--- config.mk ---
export PLATFORM = sky130hd
export DESIGN_NAME = moesif_snoop_line_controller
export DESIGN_NICKNAME = d
export VERILOG_FILES = /design/src/moesif_pkg.sv /design/src/moesif_snoop_line_controller.sv /design/src/moesif_line_ram.sv /design/src/moesif_line_logic.sv
export SDC_FILE = /design/constraint.sdc
export NUM_CORES = 2
export LEC_CHECK = 0
export ABC_AREA = 0
export BUFFER_PORTS_ARGS = -buffer_cell sky130_fd_sc_hd__buf_2
export CAP_MARGIN = 20
export CORE_MARGIN = 3
export CORE_UTILIZATION = 45
export CTS_BUF_LIST = sky130_fd_sc_hd__clkbuf_4 sky130_fd_sc_hd__clkbuf_8
export CTS_CLUSTER_SIZE = 8
export DETAILED_ROUTE_END_ITERATION = 8
export PLACE_DENSITY = 0.64
export SKIP_LAST_GASP = 1
export SLEW_MARGIN = 20
export SYNTH_ARGS = -nofsm -noshare
export SYNTH_HDL_FRONTEND = slang
export SYNTH_SLANG_ARGS = --single-unit
--- constraint.sdc ---
create_clock -name clk -period 11.08 [get_ports clk]
set_input_delay 2.216 -clock clk [delete_from_list [all_inputs] [get_ports clk]]
set_output_delay 2.216 -clock clk [all_outputs]
set_load 0.01 [all_outputs]
--- src/moesif_pkg.sv ---
// Types, codes and defaults shared by the MOESIF snoop line controller.
`timescale 1ns / 1ps
`default_nettype none

package moesif_pkg;

	localparam int NUM_LINES_DEF   = 256;
	localparam int ADDR_BITS_DEF   = 32;
	localparam int MODULE_BITS_DEF = 4;

	localparam logic [3:0] ST_I  = 4'd0;
	localparam logic [3:0] ST_S  = 4'd1;
	localparam logic [3:0] ST_E  = 4'd2;
	localparam logic [3:0] ST_O  = 4'd3;
	localparam logic [3:0] ST_M  = 4'd4;
	localparam logic [3:0] ST_F  = 4'd5;
	localparam logic [3:0] ST_IS = 4'd6;
	localparam logic [3:0] ST_IM = 4'd7;
	localparam logic [3:0] ST_SM = 4'd8;

	localparam logic [2:0] RQ_LOAD  = 3'd0;
	localparam logic [2:0] RQ_STORE = 3'd1;
	localparam logic [2:0] RQ_GETS  = 3'd2;
	localparam logic [2:0] RQ_GETM  = 3'd3;
	localparam logic [2:0] RQ_DATA  = 3'd4;

	localparam logic [2:0] ACT_NONE = 3'd0;
	localparam logic [2:0] ACT_GETS = 3'd1;
	localparam logic [2:0] ACT_GETM = 3'd2;
	localparam logic [2:0] ACT_PROC = 3'd3;
	localparam logic [2:0] ACT_BUS  = 3'd4;

	typedef struct packed {
		logic [3:0] state;
		logic       owner;
		logic       forward;
	} entry_t;

	typedef struct packed {
		logic [2:0] action;
		logic       assert_shared;
		logic       miss;
		logic       upgrade;
		logic       error;
	} result_t;

	localparam entry_t ENTRY_RESET = '{state: ST_I, owner: 1'b0, forward: 1'b0};

endpackage

`default_nettype wire

--- src/moesif_snoop_line_controller.sv ---
// Top level of the MOESIF snoop line controller.
`timescale 1ns / 1ps
`default_nettype none

// After reset the block sweeps the line table to invalid, one line per cycle, and holds
// busy high while it does so. From then on it accepts one request per cycle (start high,
// busy low) and shows the result beat with done once the request has passed the request
// stage register, which also takes the registered read of the line memory, and then the
// output register behind the transition logic. A request to the line that the previous
// request is writing back takes the new entry by forwarding, so requests may follow
// each other in any order. The receiver cannot stall: each result is valid only while
// done is high and must be taken in that cycle.
module moesif_snoop_line_controller #(
	parameter int NUM_LINES   = moesif_pkg::NUM_LINES_DEF,
	parameter int ADDR_BITS   = moesif_pkg::ADDR_BITS_DEF,
	parameter int MODULE_BITS = moesif_pkg::MODULE_BITS_DEF
) (
	input  wire logic                   clk,
	input  wire logic                   arst_n,
	input  wire logic                   start,
	output logic                        busy,
	input  wire logic [2:0]             req_type,
	input  wire logic [7:0]             line_index,
	input  wire logic [ADDR_BITS-1:0]   line_address,
	input  wire logic [MODULE_BITS-1:0] source_module,
	input  wire logic                   shared_in,
	output logic                        done,
	output logic [2:0]                  action,
	output logic [ADDR_BITS-1:0]        out_address,
	output logic [MODULE_BITS-1:0]      dest_module,
	output logic                        assert_shared,
	output logic                        miss_pulse,
	output logic                        upgrade_pulse,
	output logic                        error
);

	localparam int IW = (NUM_LINES > 1) ? $clog2(NUM_LINES) : 1;
	localparam int XW = (IW > 8) ? IW : 8;

	logic                   clearing_q;
	logic [IW-1:0]          clr_q;
	logic                   accept;
	logic [XW-1:0]          idx_x;
	logic [IW-1:0]          raddr;
	logic                   idx_ok;

	logic                   v_s1;
	logic [2:0]             req_s1;
	logic                   idx_ok_s1;
	logic [ADDR_BITS-1:0]   addr_s1;
	logic [MODULE_BITS-1:0] src_s1;
	logic                   shared_s1;
	logic [IW-1:0]          waddr_s1;
	logic                   fwd_hit_s1;
	moesif_pkg::entry_t     fwd_ent_s1;

	moesif_pkg::entry_t     rdata;
	moesif_pkg::entry_t     cur;
	moesif_pkg::entry_t     nxt;
	moesif_pkg::result_t    res;
	logic                   item_we;
	logic                   ram_we;
	logic [IW-1:0]          ram_waddr;
	moesif_pkg::entry_t     ram_wdata;

	logic                   done_q;
	logic [2:0]             action_q;
	logic [ADDR_BITS-1:0]   out_address_q;
	logic [MODULE_BITS-1:0] dest_module_q;
	logic                   assert_shared_q;
	logic                   miss_q;
	logic                   upgrade_q;
	logic                   error_q;

	assign busy   = clearing_q;
	assign accept = start && !clearing_q;
	assign idx_x  = XW'(line_index);
	assign raddr  = idx_x[IW-1:0];
	assign idx_ok = ({24'd0, line_index} < 32'(NUM_LINES));

	always_ff @(posedge clk or negedge arst_n) begin
		if (!arst_n) begin
			clearing_q <= 1'b1;
			clr_q      <= '0;
		end else if (clearing_q) begin
			clr_q <= clr_q + 1'b1;
			if (clr_q == IW'(NUM_LINES - 1)) begin
				clearing_q <= 1'b0;
			end
		end
	end

	always_ff @(posedge clk or negedge arst_n) begin
		if (!arst_n) begin
			v_s1 <= 1'b0;
		end else begin
			v_s1 <= accept;
		end
	end

	always_ff @(posedge clk) begin
		if (accept) begin
			req_s1     <= req_type;
			idx_ok_s1  <= idx_ok;
			addr_s1    <= line_address;
			src_s1     <= source_module;
			shared_s1  <= shared_in;
			waddr_s1   <= raddr;
			fwd_hit_s1 <= item_we && (raddr == waddr_s1);
			fwd_ent_s1 <= nxt;
		end
	end

	moesif_line_ram #(
		.DEPTH(NUM_LINES),
		.AW   (IW)
	) u_ram (
		.clk  (clk),
		.we   (ram_we),
		.waddr(ram_waddr),
		.wdata(ram_wdata),
		.raddr(raddr),
		.rdata(rdata)
	);

	assign cur = fwd_hit_s1 ? fwd_ent_s1 : rdata;

	moesif_line_logic u_logic (
		.req_type (req_s1),
		.idx_ok   (idx_ok_s1),
		.shared_in(shared_s1),
		.cur      (cur),
		.nxt      (nxt),
		.res      (res)
	);

	assign item_we   = v_s1 && !res.error;
	assign ram_we    = clearing_q || item_we;
	assign ram_waddr = clearing_q ? clr_q : waddr_s1;
	assign ram_wdata = clearing_q ? moesif_pkg::ENTRY_RESET : nxt;

	always_ff @(posedge clk or negedge arst_n) begin
		if (!arst_n) begin
			done_q <= 1'b0;
		end else begin
			done_q <= v_s1;
		end
	end

	always_ff @(posedge clk) begin
		if (v_s1) begin
			action_q        <= res.action;
			out_address_q   <= (res.action != moesif_pkg::ACT_NONE) ? addr_s1 : '0;
			dest_module_q   <= (res.action == moesif_pkg::ACT_BUS) ? src_s1 : '0;
			assert_shared_q <= res.assert_shared;
			miss_q          <= res.miss;
			upgrade_q       <= res.upgrade;
			error_q         <= res.error;
		end
	end

	assign done          = done_q;
	assign action        = action_q;
	assign out_address   = out_address_q;
	assign dest_module   = dest_module_q;
	assign assert_shared = assert_shared_q;
	assign miss_pulse    = miss_q;
	assign upgrade_pulse = upgrade_q;
	assign error         = error_q;

endmodule

`default_nettype wire

--- src/moesif_line_ram.sv ---
// Line table memory: one write port and one registered read port.
`timescale 1ns / 1ps
`default_nettype none

module moesif_line_ram #(
	parameter int DEPTH = moesif_pkg::NUM_LINES_DEF,
	parameter int AW    = 8
) (
	input  wire logic               clk,
	input  wire logic               we,
	input  wire logic [AW-1:0]      waddr,
	input  wire moesif_pkg::entry_t wdata,
	input  wire logic [AW-1:0]      raddr,
	output moesif_pkg::entry_t      rdata
);

	moesif_pkg::entry_t mem [DEPTH];

	always_ff @(posedge clk) begin
		if (we) begin
			mem[waddr] <= wdata;
		end
		rdata <= mem[raddr];
	end

endmodule

`default_nettype wire

--- src/moesif_line_logic.sv ---
// Coherence transition logic: next line entry and result for one request.
`timescale 1ns / 1ps
`default_nettype none

module moesif_line_logic (
	input  wire logic [2:0]         req_type,
	input  wire logic               idx_ok,
	input  wire logic               shared_in,
	input  wire moesif_pkg::entry_t cur,
	output moesif_pkg::entry_t      nxt,
	output moesif_pkg::result_t     res
);

	logic [3:0] st;
	logic       is_store;

	always_comb begin
		st = cur.state;
		if (st > moesif_pkg::ST_SM) begin
			st = moesif_pkg::ST_I;
		end
		is_store = (req_type == moesif_pkg::RQ_STORE);
		nxt = cur;
		nxt.state = st;
		res = '0;
		res.action = moesif_pkg::ACT_NONE;
		if (!idx_ok || req_type > moesif_pkg::RQ_DATA) begin
			res.error = 1'b1;
			nxt = cur;
		end else if (req_type == moesif_pkg::RQ_LOAD || is_store) begin
			case (st)
				moesif_pkg::ST_I: begin
					res.action = is_store ? moesif_pkg::ACT_GETM : moesif_pkg::ACT_GETS;
					nxt.state  = is_store ? moesif_pkg::ST_IM : moesif_pkg::ST_IS;
					res.miss   = 1'b1;
				end
				moesif_pkg::ST_S, moesif_pkg::ST_F, moesif_pkg::ST_O: begin
					if (is_store) begin
						if (st == moesif_pkg::ST_O) begin
							nxt.owner = 1'b1;
						end
						res.action = moesif_pkg::ACT_GETM;
						nxt.state  = moesif_pkg::ST_SM;
						res.miss   = 1'b1;
					end else begin
						res.action = moesif_pkg::ACT_PROC;
					end
				end
				moesif_pkg::ST_E: begin
					res.action = moesif_pkg::ACT_PROC;
					if (is_store) begin
						nxt.state   = moesif_pkg::ST_M;
						res.upgrade = 1'b1;
					end
				end
				moesif_pkg::ST_M: begin
					res.action = moesif_pkg::ACT_PROC;
				end
				default: begin
				end
			endcase
		end else begin
			case (st)
				moesif_pkg::ST_S: begin
					if (req_type == moesif_pkg::RQ_GETS) begin
						res.assert_shared = 1'b1;
					end else if (req_type == moesif_pkg::RQ_GETM) begin
						nxt.state = moesif_pkg::ST_I;
					end
				end
				moesif_pkg::ST_E, moesif_pkg::ST_O, moesif_pkg::ST_M, moesif_pkg::ST_F: begin
					if (req_type != moesif_pkg::RQ_DATA) begin
						res.assert_shared = 1'b1;
						res.action = moesif_pkg::ACT_BUS;
						if (req_type == moesif_pkg::RQ_GETM) begin
							nxt.state = moesif_pkg::ST_I;
						end else if (st == moesif_pkg::ST_E) begin
							nxt.state   = moesif_pkg::ST_F;
							nxt.forward = 1'b1;
						end else if (st == moesif_pkg::ST_M) begin
							nxt.state = moesif_pkg::ST_O;
						end
					end
				end
				moesif_pkg::ST_IS: begin
					if (req_type == moesif_pkg::RQ_DATA) begin
						res.action = moesif_pkg::ACT_PROC;
						nxt.state  = shared_in ? moesif_pkg::ST_S : moesif_pkg::ST_E;
					end
				end
				moesif_pkg::ST_IM: begin
					if (req_type == moesif_pkg::RQ_DATA) begin
						res.action = moesif_pkg::ACT_PROC;
						nxt.state  = moesif_pkg::ST_M;
					end
				end
				moesif_pkg::ST_SM: begin
					if (req_type == moesif_pkg::RQ_GETS) begin
						if (cur.forward && !shared_in) begin
							res.action = moesif_pkg::ACT_BUS;
						end
						res.assert_shared = 1'b1;
					end else if (req_type == moesif_pkg::RQ_GETM) begin
						if ((cur.owner || cur.forward) && !shared_in) begin
							res.assert_shared = 1'b1;
							res.action = moesif_pkg::ACT_BUS;
						end
					end else begin
						nxt.owner   = 1'b0;
						nxt.forward = 1'b0;
						res.action  = moesif_pkg::ACT_PROC;
						nxt.state   = moesif_pkg::ST_M;
					end
				end
				default: begin
				end
			endcase
		end
	end

endmodule

`default_nettype wire

==> results summary <==
The fraction of final layout cells sized beyond drive strength 1 came out at 26.24%. The ratio of total power to cell area came out at 184.2 mW/mm^2. Dividing the detail-routed wire length by the instance count gives 27.68 um. For this run, global-route usage on met2 was measured as 32.11%. The maximum clock insertion buffer count came out at 4. The clock network latency to the later pin of the worst-skew pair is 0.95 ns. STA classifies the critical path startpoint as an input pin. The top-area cell type share of the netlist area is 75.87%. By instance count, the leading cell after synthesis is sky130_fd_sc_hd__edfxtp_1. The post-synthesis sequential element count came out at 1651. The clock tree synthesis step divided the H-tree into 5 levels. The global-route met1 utilization is 29.73%. The hold violation total from the final report is 0. From left edge to right edge, the die measures 385.1 um. The maximum achievable frequency came out at 187.7 MHz. The proportion of synthesized flip-flops having asynchronous set or reset is 0.6663%. Of all nets on the critical path, the largest fanout is 67. The wire length of the first global-routing pass is 224.8 mm.

The standard-cell row count is 138. The number of slew-limit violations in the final report is 0. The remaining antenna violation count is 0. The area growth from synthesis to layout is 11.62%. 96 I/O pins were placed. The peak ir drop on the vdd network is 0.1554 mV. Of all cell types, the one taking the most synthesized area is sky130_fd_sc_hd__edfxtp_1.

After detailed routing, the number of remaining DRC violations is 0. The final wirelength came out at 153.0 mm. The category of the worst setup path capture point is a register.

Adding up every negative setup slack in the final design gives 0 ns. The worst hold path class is reg2reg. The setup fix buffers added after clock tree synthesis came out at 0. The number of antenna violations at the first check in global routing came to 5. The critical path arrival is 6.12 ns. The number of distinct library cell variants in the gate-level netlist after synthesis is 78. The worst endpoint required time came out at 11.88 ns. The number of global-route vias before repair came to 32980. The peak-usage layer in the global routing report is met2.

By startpoint and endpoint, the worst setup path is classified as in2reg. The routability congestion estimate from global placement is 0.8686. The per-instance average area after synthesis came out at 20.07 um^2. Counting every instance in the synthesized netlist gives 3223. The initial core utilization is 45.51%. The area of the core region came out at 0.1421 mm^2.

The die height is 385.1 um. The fraction of met3 tracks used by global routing came out at 4.346%. The number of cells upsized or downsized after cts is 0. The most frequently used flop master after synthesis is sky130_fd_sc_hd__edfxtp_1. Ranked by total cell area, the synthesized netlist is headed by sky130_fd_sc_hd__edfxtp_1 (76%), sky130_fd_sc_hd__mux4_2 (12%), sky130_fd_sc_hd__nor2_1 (1.8%), sky130_fd_sc_hd__mux2i_1 (1.7%), sky130_fd_sc_hd__a22oi_1 (0.62%).

The first routing iteration left 3907 violations. The sum of overflow across all layers after global routing came out at 0. After clock tree synthesis, the clock-pin slew on the worst setup and hold paths is 0.06 ns. Detailed placement finished with a half-perimeter wire length of 90.38 mm. Summed over all cells, the static leakage comes to 22.80 nW.

The final net count came out at 3536. The cell sitting at the root of the clock tree is a sky130_fd_sc_hd__clkbuf_8. The synthesized cell area is 0.06468 mm^2. The area of the die came out at 0.1483 mm^2. The run finished with clean final reports. The fraction of the cycle the final worst path needs is 48.08%. TritonCTS built the clock tree. The max-slew headroom at the worst pin is 16.96%. The number of synthesized flops with an enable pin is 1634. The number of optimization iterations in the first detailed-route pass is 7.

The net count after synthesis is 3275. Across the routed clock network, the largest skew measured is 0.05663 ns. The count of input and output buffers is 95. The number of hold buffers added after cts came out at 0. For this run, the total global-route usage over all layers was measured as 20.74%.

Overall power consumption after layout is estimated at 13.30 mW. The CTS buffer count came out at 282. The mean number of vias per cell came out at 5.916.

Ranked by instance count, the synthesized netlist is headed by sky130_fd_sc_hd__edfxtp_1 (1634), sky130_fd_sc_hd__mux4_2 (350), sky130_fd_sc_hd__nor2_1 (310). The count of vias placed by the detailed router came out at 32710. Setup repair after global routing left no endpoint under its margin. Clock tree synthesis found a total of 1651 sinks. For the pin with the worst max-slew slack, the measured transition is 1.246 ns.

Max-cap violations in this run came to 0. The smallest clock period supported by the final layout is computed as 5.327 ns. The sequential area share after synthesis came out at 76.48%. Entering global routing, the biggest net connects 225 pins. The Yosys warning count came out at 0. Setup violations remaining at the end of the flow were counted as 0.
==> layout make-up <==
| class | instances | area [um^2] |
|---|---|---|
| Tap cell | 1890 | 2365 |
| Clock buffer | 384 | 4691 |
| Fill cell | 11260 | 69910 |
| Sequential cell | 1651 | 49460 |
| Timing Repair Buffer | 159 | 1066 |
| Clock inverter | 52 | 232.7 |
| Multi-Input combinational cell | 1378 | 14320 |
| Inverter | 12 | 45.04 |
| Antenna cell | 3 | 7.507 |
==> path summary, 6_finish.rpt <==
kind / from / endpoint / slack, ns / depth (start not counted)
min in group asynchronous: arst_n / clr_q[6] / 1.16 / 1
worst min-delay path: src_s1[2] / dest_module[2] / 0.52 / 1
worst min register to register: src_s1[2] / dest_module[2] / 0.52 / 1
worst max register to register: fwd_hit_s1 / u_ram.mem[88][4] / 6.47 / 8
max in group asynchronous: arst_n / busy / 9.63 / 1
worst max-delay path: line_index[0] / u_ram.rdata[4] / 5.75 / 9
==> registers in the layout, indices dropped and copies added (netlist names), 3 cells and up <==
name / cells
u_ram.mem: 1536
addr_s1: 32
out_address: 32
clr_q: 8
waddr_s1: 8
fwd_ent_s1: 6
u_ram.rdata: 6
dest_module: 4
src_s1: 4
action: 3
req_s1: 3
==> placed cells by master, fill, tap and decap left out, types with 42 or more instances in the layout <==
cell type,count
sky130_fd_sc_hd__clkbuf_8,289
sky130_fd_sc_hd__o22ai_1,42
sky130_fd_sc_hd__clkinv_1,44
sky130_fd_sc_hd__buf_2,95
sky130_fd_sc_hd__buf_4,55
sky130_fd_sc_hd__nor2b_1,45
sky130_fd_sc_hd__a22oi_1,53
sky130_fd_sc_hd__mux4_2,350
sky130_fd_sc_hd__nand2_1,82
sky130_fd_sc_hd__edfxtp_1,1634
sky130_fd_sc_hd__nor2_1,309
sky130_fd_sc_hd__clkbuf_4,95
sky130_fd_sc_hd__mux2i_1,113
==> routing by layer <==
metal | vias to the layer above | part of all wire [%]
li1 | 13770 | -
met1 | 17250 | 42
met2 | 1448 | 47
met3 | 248 | 7.9
met4 | 0 | 2.5
met5 | - | 0
==> power breakdown <==
part	switching, mW	internal [mW]	leakage, nW
Combinational	0.769	0.265	5.11
Sequential	0.0251	7.28	15.1
Clock	2.24	2.72	2.62
Total	3.03	10.3	22.8
==> through the flow <==
step           worst slack (ns)  instance area [um^2]  utilization [%]  instances  hold WS (ns)
2_1_floorplan            0.2052                 64680                -       3223        0.4921
3_3_place_gp              4.790                 67180            47.27       5086        0.5002
3_5_place_dp              4.721                 67230            47.31       5089        0.5064
4_1_cts                   5.768                 72160            50.78       5525        0.5201
5_1_grt                   5.452                 72190            50.80       5527        0.5535
6_report                  5.753                 72190            50.80       5529        0.5176
==> critical path, cell delays in order <==
cell and delay (ns):
sky130_fd_sc_hd__buf_8 0.59, sky130_fd_sc_hd__buf_4 0.68, sky130_fd_sc_hd__buf_4 0.79, sky130_fd_sc_hd__mux4_2 0.60
sky130_fd_sc_hd__a22oi_1 0.24, sky130_fd_sc_hd__a21oi_1 0.17, sky130_fd_sc_hd__a311o_1 0.29, sky130_fd_sc_hd__o32ai_1 0.29
sky130_fd_sc_hd__nand3_1 0.13
==> cells by family (layout without fill, tap and decap cells) <==
kind of cell | Yosys count | count (layout) | share of synthesized area (%)
buffers and inverters | 194 | 607 | 1.553
flip-flops | 1651 | 1651 | 76.48
other | 0 | 3 | 0
multiplexers | 484 | 484 | 14.30
AND/OR/NAND/NOR | 577 | 577 | 4.144
AO/OA/AOI/OAI | 301 | 301 | 3.298
XOR/XNOR | 15 | 15 | 0.2031
adder cells (fa/ha/maj) | 1 | 1 | 0.01934
(Power assumes the default switching activity.)
